### config.mk
export PLATFORM = sky130hd
export DESIGN_NAME = sliding_window_median
export DESIGN_NICKNAME = d
export VERILOG_FILES = /design/src/hdl/swm_pkg.sv /design/src/hdl/swm_sorter.sv /design/src/hdl/sliding_window_median.sv
export SDC_FILE = /design/constraint.sdc
export NUM_CORES = 2
export LEC_CHECK = 0
export ABC_AREA = 0
export BUFFER_PORTS_ARGS = -buffer_cell sky130_fd_sc_hd__buf_2
export CAP_MARGIN = 10
export CORE_MARGIN = 2
export CORE_UTILIZATION = 40
export CTS_BUF_LIST = sky130_fd_sc_hd__clkbuf_16
export DETAILED_ROUTE_END_ITERATION = 10
export PLACE_DENSITY = 0.66
export SLEW_MARGIN = 10
export SYNTH_ARGS = -nofsm -noshare
export SYNTH_HDL_FRONTEND = slang
export SYNTH_HIERARCHICAL = 1
export SYNTH_SLANG_ARGS = --single-unit
### constraint.sdc
create_clock -name clock -period 35.5 [get_ports clock]
set_input_delay 8.875 -clock clock [delete_from_list [all_inputs] [get_ports clock]]
set_output_delay 8.875 -clock clock [all_outputs]
set_load 0.05 [all_outputs]
### src/hdl/swm_pkg.sv
`timescale 1ns / 1ps

package swm_pkg;

   // Default build sizes
   localparam int unsigned WINDOW_MAX_DEF  = 32;
   localparam int unsigned SAMPLE_BITS_DEF = 16;

   // Width of the window size write port and the window size after reset
   localparam int unsigned WSIZE_BITS  = 6;
   localparam int unsigned WSIZE_RESET = 32;

   // Control from the handshake side to the sorted cell row
   typedef struct packed {
      logic push;    // a sample word is taken this cycle
      logic clear;   // window size written: empty the window
   } swm_ctl_type;

endpackage

### src/hdl/swm_sorter.sv
`timescale 1ns / 1ps

module swm_sorter #(
   parameter int unsigned WINDOW_MAX  = 32,
   parameter int unsigned SAMPLE_BITS = 16
) (
   input  logic                                   clock,
   input  logic                                   reset,
   input  swm_pkg::swm_ctl_type                   ctl,
   input  logic [$clog2(WINDOW_MAX + 1) - 1:0]    win,
   input  logic signed [SAMPLE_BITS - 1:0]        key,
   output logic                                   done,
   output logic signed [SAMPLE_BITS - 1:0]        median
);
   import swm_pkg::*;

   localparam int unsigned N  = WINDOW_MAX;
   localparam int unsigned AW = (N > 1) ? $clog2(N) : 1;
   localparam int unsigned CW = $clog2(N + 1);

   // Sorted cells: value and age of each held sample, lowest value in cell 0
   logic signed [SAMPLE_BITS - 1:0] val_ff [N];
   logic signed [SAMPLE_BITS - 1:0] val_in [N];
   logic [AW - 1:0]                 age_ff [N];
   logic [AW - 1:0]                 age_in [N];
   logic [CW - 1:0]                 cnt_ff;
   logic [CW - 1:0]                 cnt_in;

   logic                            full;
   logic [CW - 1:0]                 cnt_left;
   logic [AW - 1:0]                 age_last;
   logic [N - 1:0]                  rm;
   logic [N - 1:0]                  gone;
   logic [N - 1:0]                  le;
   logic [N - 1:0]                  cvalid;
   logic signed [SAMPLE_BITS - 1:0] cv [N];
   logic [AW - 1:0]                 ca [N];
   logic [AW - 1:0]                 mid;

   // Window state after the oldest sample leaves
   assign full     = (cnt_ff == win);
   assign cnt_left = full ? (cnt_ff - CW'(1)) : cnt_ff;
   assign age_last = AW'(win - CW'(1));
   assign cnt_in   = cnt_left + CW'(1);
   assign done     = (cnt_in == win);
   assign mid      = AW'((win - CW'(1)) >> 1);

   genvar j;
   generate
      for (j = 0; j < N; j++) begin : g_cell
         // Mark the cell that holds the oldest sample
         assign rm[j]     = full && (CW'(j) < cnt_ff) && (age_ff[j] == age_last);
         assign gone[j]   = |rm[j:0];
         assign cvalid[j] = (CW'(j) < cnt_left);

         // Close the gap left by the removed sample
         if (j + 1 < N) begin : g_up
            assign cv[j] = gone[j] ? val_ff[j + 1] : val_ff[j];
            assign ca[j] = gone[j] ? age_ff[j + 1] : age_ff[j];
         end else begin : g_top
            assign cv[j] = val_ff[j];
            assign ca[j] = age_ff[j];
         end

         // Cells at or below the new sample keep their place
         assign le[j] = cvalid[j] && (cv[j] <= key);

         // Insert the new sample above the last smaller or equal one
         if (j == 0) begin : g_first
            always_comb begin
               if (le[j]) begin
                  val_in[j] = cv[j];
                  age_in[j] = ca[j] + AW'(1);
               end else begin
                  val_in[j] = key;
                  age_in[j] = '0;
               end
            end
         end else begin : g_rest
            always_comb begin
               if (le[j]) begin
                  val_in[j] = cv[j];
                  age_in[j] = ca[j] + AW'(1);
               end else if (le[j - 1]) begin
                  val_in[j] = key;
                  age_in[j] = '0;
               end else begin
                  val_in[j] = cv[j - 1];
                  age_in[j] = ca[j - 1] + AW'(1);
               end
            end
         end

         // Advance the cell on each taken word
         always_ff @(posedge clock) begin
            if (ctl.push) begin
               val_ff[j] <= val_in[j];
               age_ff[j] <= age_in[j];
            end
         end
      end
   endgenerate

   // Lower median of the updated window
   assign median = val_in[mid];

   // Hold the number of samples in the window
   always_ff @(posedge clock) begin
      if (reset || ctl.clear) begin
         cnt_ff <= '0;
      end else if (ctl.push) begin
         cnt_ff <= cnt_in;
      end
   end

endmodule

### src/hdl/sliding_window_median.sv
`timescale 1ns / 1ps

// Running median filter over the last window_size signed samples.
// Input channel req_*: one sample word per handshake (req_valid/req_ready).
// Result channel rsp_*: one lower median word per handshake; a result is
// produced for the sample that fills the window and for every later one.
// For an even window the lower median is given, the element at position
// (window_size+1)/2 counted from the smallest.
// csr_wr_en/csr_wr_data write window_size (1..WINDOW_MAX; 0 acts as 1,
// larger values saturate). Every write empties the window.
// Result: registered, shown on rsp_* in the cycle after its sample is taken.
// Throughput: one sample per cycle unless the output stalls. The sorted
// cell row updates all cells in one pass: each cell compares with the new
// sample and drops the oldest by its age, so only the output can stall.
// Reset: the window is empty, window_size is 32 (capped at WINDOW_MAX),
// and no result is pending.
// Stall: a result waits in the output register while rsp_ready is low;
// req_ready is low only while that register is full and not being taken.
module sliding_window_median #(
   parameter int unsigned WINDOW_MAX  = swm_pkg::WINDOW_MAX_DEF,
   parameter int unsigned SAMPLE_BITS = swm_pkg::SAMPLE_BITS_DEF
) (
   input  logic                                clock,
   input  logic                                reset,
   input  logic                                req_valid,
   output logic                                req_ready,
   input  logic signed [SAMPLE_BITS - 1:0]     req_sample,
   output logic                                rsp_valid,
   input  logic                                rsp_ready,
   output logic signed [SAMPLE_BITS - 1:0]     rsp_median,
   input  logic                                csr_wr_en,
   input  logic [swm_pkg::WSIZE_BITS - 1:0]    csr_wr_data
);
   import swm_pkg::*;

   localparam int unsigned CW = $clog2(WINDOW_MAX + 1);

   logic [CW - 1:0]                 win_ff;
   logic [CW - 1:0]                 win_in;
   logic                            rsp_valid_ff;
   logic signed [SAMPLE_BITS - 1:0] rsp_median_ff;
   swm_ctl_type                     ctl;
   logic                            take;
   logic                            done;
   logic signed [SAMPLE_BITS - 1:0] median;

   // Effective window size from the written value
   always_comb begin
      if (csr_wr_data == '0) begin
         win_in = CW'(1);
      end else if (32'(csr_wr_data) > 32'(WINDOW_MAX)) begin
         win_in = CW'(WINDOW_MAX);
      end else begin
         win_in = CW'(csr_wr_data);
      end
   end

   always_ff @(posedge clock) begin
      if (reset) begin
         win_ff <= (WSIZE_RESET > WINDOW_MAX) ? CW'(WINDOW_MAX) : CW'(WSIZE_RESET);
      end else if (csr_wr_en) begin
         win_ff <= win_in;
      end
   end

   // Take a word whenever the output register is free or draining
   assign req_ready = !rsp_valid_ff || rsp_ready;
   assign take      = req_valid && req_ready;

   assign ctl.push  = take;
   assign ctl.clear = csr_wr_en;

   swm_sorter #(
      .WINDOW_MAX  (WINDOW_MAX),
      .SAMPLE_BITS (SAMPLE_BITS)
   ) u_sorter (
      .clock  (clock),
      .reset  (reset),
      .ctl    (ctl),
      .win    (win_ff),
      .key    (req_sample),
      .done   (done),
      .median (median)
   );

   // Load the result word, drop it once taken
   always_ff @(posedge clock) begin
      if (reset) begin
         rsp_valid_ff <= 1'b0;
      end else if (take && done) begin
         rsp_valid_ff <= 1'b1;
      end else if (rsp_ready) begin
         rsp_valid_ff <= 1'b0;
      end
   end

   always_ff @(posedge clock) begin
      if (take && done) begin
         rsp_median_ff <= median;
      end
   end

   assign rsp_valid  = rsp_valid_ff;
   assign rsp_median = rsp_median_ff;

endmodule

## Word-level counts from Yosys, hierarchy flattened

Memory sizes are Yosys's and may differ from the RTL's.
Index checks and enable logic that the tools add are counted.

- Register bits: 29
- RAM bits: 672
- Bits of input ports: 27
- Output and inout port bits: 18
- Logic and storage cells: 501
- Memories: 2

- Add/sub/neg operators: 35
- $lt $le $gt $ge: 97
- Eq/ne operators: 33
- Multiplexer cells: 198
- Bitwise gates (word level): 1
- Reductions and logical operators: 131

Memory list:

| memory | depth | width | read ports | clocked after Yosys merged registers in | write ports | RTL line | source |
|---|---|---|---|---|---|---|---|
| u_sorter.val_ff | 32 | 16 | 32 | 0 | 32 | swm_sorter.sv:22 | `logic signed [SAMPLE_BITS - 1:0] val_ff [N];` |
| u_sorter.age_ff | 32 | 5 | 32 | 0 | 32 | swm_sorter.sv:24 | `logic [AW - 1:0] age_ff [N];` |

Operators with widths:

| cell | number |
|---|---|
| $mux W16 | 96 |
| $le A16 B16 Y1 | 32 |
| $mux W5 | 94 |
| $lt A5 B6 Y1 const A | 31 |
| $add A5 B1 Y5 const B | 32 |
| $eq A5 B5 Y1 | 31 |
| $logic_and A1 B1 Y1 | 96 |
| $lt A4 B6 Y1 const A | 16 |
| $bmux W16 S5 | 1 |
| $lt A3 B6 Y1 const A | 8 |
| $reduce_or A31 Y1 | 1 |
| $reduce_or A30 Y1 | 1 |
| $reduce_or A29 Y1 | 1 |
| $reduce_or A28 Y1 | 1 |
| $reduce_or A27 Y1 | 1 |
| $reduce_or A26 Y1 | 1 |
| $reduce_or A25 Y1 | 1 |
| $lt A1 B6 Y1 const A | 4 |
| $lt A2 B6 Y1 const A | 4 |
| $reduce_or A24 Y1 | 1 |
| $reduce_or A23 Y1 | 1 |
| $reduce_or A22 Y1 | 1 |
| $reduce_or A21 Y1 | 1 |
| $reduce_or A20 Y1 | 1 |
| 30 further kinds | 38 |

## Logic depth before layout (Yosys ltp)

- Word-level depth: 12
- Mapped depth: 36
- Mapped depth without buffers: 26

## By module

The synthesis kept the hierarchy.

By module, submodules not included:

| module | times used | cells an instance | area an instance (um^2) | sequential area each (um^2) |
|---|---|---|---|---|
| swm_sorter | 1 | 6992 | 63337.0 | 20299.5 |
| sliding_window_median | 1 | 49 | 803.3 | 620.6 |

## Worst setup path after synthesis

Ideal clock, no wire load.

- Path kind: input to register
- From: input port rsp_ready
- To: memory u_sorter/age_ff[0][0] (netlist name), enable pin
- Setup time: 1125 ps
- Arrival time: 24524 ps
- Required time: 34375 ps
- Path slack: 9851 ps
- Cell stages on the path: 2
- Path buffers: 0
- Cell sequence: nand2b_1 and2_1

RTL lines:

| what | RTL line | source |
|---|---|---|
| from (decl) | sliding_window_median.sv:29 | `input logic rsp_ready,` |
| to (decl) | swm_sorter.sv:24 |  |

## Final worst setup path

- From: input port rsp_ready
- To: output port req_ready

- Word-level cells in the longest chain between the ends: 1

Ends and longest elaborated chain:

| what | RTL line | source |
|---|---|---|
| $logic_or A1 B1 Y1 | sliding_window_median.sv:67 | `assign req_ready = !rsp_valid_ff \|\| rsp_ready;` |
| to (decl) | sliding_window_median.sv:26 | `output logic req_ready,` |

No other way between the ends.

==> impl_metrics.csv <==
group,metric,value,unit
outcome,run_status,"finished, violations left",
outcome,violations,"max-capacitance violations",
synthesis,synth_fp_nets,7619,
route,route.detailed.drc,0,
final_layout,final_net_count,7479,
timing,final_period_minus_worst_setup_slack,18.25,ns
synthesis,syn_area_per_cell,9.110,um^2
route,detail_route.vias_per_cell,6.869,
timing,final-hold-violation-count,0,
setup_path,critical_path_peak_fanout,4,
floorplan,die_height,404.4,um
route,drt_pass1_iterations,9,
synthesis,synthesis.instances,7041,
synthesis,ys_top_cells_by_count,"sky130_fd_sc_hd__edfxtp_1, sky130_fd_sc_hd__nand2_1, sky130_fd_sc_hd__ha_1",
timing,timing.clock.skew,0.07918,ns
setup_path,worst-endpoint-required,26.62,ns
placed_design,gp_congestion,1.038,
clock_network,insertion_delay,0.78,ns
run,timing.max_cap.violations,1,
final_layout,fillerInstances,15170,
synthesis,synth-edff-count,688,
grt,via_count_of_the_first_global_routing_pass,57730,
synthesis,postSynthRegisterBits,701,
grt,grt_overflow_total,0,
setup_path,ws_path_type,"in -> out",
synthesis,sequential_element_share_of_the_synthesized_area,32.62,%
route,final_antenna_net_count,0,
timing,finalSetupTns,0,ns
setup_path,worst_ep_arrival_time,9.37,ns
floorplan,placementRows,146,
min_path,worst_hold_path_type,"reg -> reg",
power_and_ir_drop,power_per_cell_area,66.72,mW/mm^2
floorplan,die_w,404.4,um
synthesis,synthTopCellsByArea,"sky130_fd_sc_hd__edfxtp_1, sky130_fd_sc_hd__ha_1, sky130_fd_sc_hd__mux2i_1",
floorplan,ioPinCount,45,
clock_network,cts.clk_slew.worst_paths,0.06,ns
power_and_ir_drop,report.power.total,4656,uW
final_layout,syn_to_final_growth,8.782,%
route,drtIter0Drc,9567,
power_and_ir_drop,ir_worst_vdd,0.04278,mV
timing,tcrit_tclk_final,51.40,%
clock_network,numCtsBuffers,91,
grt,grt_start_max_net_pins,174,
synthesis,synth_async_sr_flop_share,0,%
clock_network,post_cts_resize_count,0,
synthesis,synth.largest_area_cell,"sky130_fd_sc_hd__edfxtp_1",
setup_path,timing.critical_path.max_delay_family,"buffers and inverters",
synthesis,post-synth-top-area-fraction,32.21,%
placed_design,port_buffers,44,
grt,grt_util_all_layers,33.43,%
placed_design,detailedPlacementHpwl,203.5,mm
clock_network,cts_htree_levels,3,
synthesis,synth_cell_type_count,106,
clock_network,holdBufCountCts,0,
setup_path,path_cells,"buf_2 > nand2b_1 > buf_2",
setup_path,worst_setup_path_start_kind,"primary input",
synthesis,synth-warning-count,6,
route,totalWireLength,285.6,mm
timing,fmax,0.05481,GHz
timing,report.final.setup_viol,0,
grt,grt_pass1_wl,401.7,mm
clock_network,clock_sinks,701,
route,detail_route.wl_per_cell,31.56,um
setup_path,largest_stage_delay_worst_path,0.28,ns
floorplan,die_area,0.1636,mm^2
grt,antenna_violations_before_repair,13,
setup_path,path_buf_inv,2,
timing,rsz0062_at_grt,"no",
setup_path,cpMaxStageDelayCell,"sky130_fd_sc_hd__buf_2",
power_and_ir_drop,leakage,0.02912,uW
synthesis,netlist_area,0.06414,mm^2
route,via_count,62160,
synthesis,dominant_cell_by_count_in_the_synthesized_netlist,"sky130_fd_sc_hd__edfxtp_1",
timing,maxSlewViolCount,0,
final_layout,layout-drive-gt1-share,12.05,%
timing,max_slew_margin,0.9817,%
clock_network,ctsRootBufferMaster,"sky130_fd_sc_hd__clkbuf_16",
clock_network,tritoncts,"built",
setup_path,critical_path.most_common_cell,"sky130_fd_sc_hd__buf_2",
synthesis,ys_dominant_reg_cell,"sky130_fd_sc_hd__edfxtp_1",
timing,tightestPinTransition,1.480,ns
setup_path,cp-end-kind,"primary output",
clock_network,post_cts_buffers,0,
floorplan,floorplan.initialDensity,40.40,%
clock_network,cts-root-to-sink-buffers,3,
floorplan,core-area,0.1587,mm^2
[report_power, final]
| group | switching (uW) | leakage (uW) | internal (uW) |
|---|---|---|---|
| combinational | 1410 | 0.0208 | 816 |
| sequential | 235 | 0.00684 | 1260 |
| clock | 420 | 0.00148 | 518 |
[flip-flops by register name, summed over array words and instances (netlist names)]
name,flops
u_sorter/age_ff,160
rsp_median,16
win_ff,6
rsp_valid,1
u_sorter/val_ff,512
u_sorter/cnt_ff,6
[layer usage]
metal	vias to the layer above	part of all wire, %	GRT usage (%)	wire [um]
met4	16	9.0	24.78	25830
met5	-	0.035	0	101
met3	1241	14	10.42	40260
met2	4835	40	47.82	115300
li1	26420	-	-	-
met1	29650	36	42.12	104100
[path summary, 6_finish.rpt]
check             slack (ns)                    from  cells after the start                        to
setup / recovery       17.25               rsp_ready                      3                 req_ready
hold / removal          0.54  rsp_valid$_SDFFE_PP0P_                      2    rsp_valid$_SDFFE_PP0P_
setup reg to reg       23.77  win_ff[0]$_SDFFE_PP0P_                     30  rsp_median[13]$_DFFE_PP_
hold reg to reg         0.54  rsp_valid$_SDFFE_PP0P_                      2    rsp_valid$_SDFFE_PP0P_
[cells in the final DEF, fill, tap and decap left out, drive strengths merged, types with 118 or more instances in the layout]
master / instances
edfxtp: 688
nand2: 615
ha: 551
nor2: 523
o21ai: 493
a21oi: 410
mux2i: 387
inv: 347
mux2: 320
buf: 243
a21o: 180
nand3: 169
xnor2: 159
o22ai: 149
xor2: 134
o211ai: 118
[per-stage QoR]
step           instance area, um^2  worst slack [ns]  utilization, %  std cells  hold WS [ns]
5_1_grt                      69760             17.21           43.94       9042        0.5884
3_5_place_dp                 66870             17.24           42.12       8880        0.5469
2_1_floorplan                64140             9.851               -       7041        0.4413
6_report                     69770             17.25           43.95       9049        0.5409
3_3_place_gp                 66870             17.23           42.12       8880        0.5374
4_1_cts                      69750             17.24           43.94       9042        0.5555
[worst register-to-register path: cells and delay by family, from the launching register on]
kind,cells,cell delay [ns]
AOI/OAI and AO/OA,11,2.51
muxes,1,0.48
and+or+nand+nor,6,3.76
DFF,1,0.31
adders and majority gates,2,1.00
xor gates and xnor gates,2,0.39
buffers and inverters,8,3.21
[cell families (layout without fill, tap and decap cells)]
| kind of cell | count (synthesis) | in the layout | synth area share [%] |
|---|---|---|---|
| adder cells (fa/ha/maj) | 555 | 555 | 10.81 |
| flip-flops | 701 | 701 | 32.62 |
| XOR/XNOR | 298 | 298 | 4.217 |
| buffers and inverters | 803 | 732 | 5.039 |
| multiplexers | 707 | 707 | 11.66 |
| other | 0 | 7 | 0 |
| AND/OR/NAND/NOR | 1874 | 1874 | 13.77 |
| AO/OA/AOI/OAI | 2103 | 2103 | 21.89 |
[layout make-up]
type	instances	area, um^2	share of cell area, %
Sequential cell	701	20920	29.99
Timing Repair Buffer	243	1742	2.496
Clock buffer	91	2277	3.264
Clock inverter	71	609.3	0.8733
Tap cell	2072	2592	3.716
Inverter	327	1227	1.759
Multi-Input combinational cell	5537	40380	57.88
Antenna cell	7	17.52	0.02511
(Power assumes the default switching activity.)
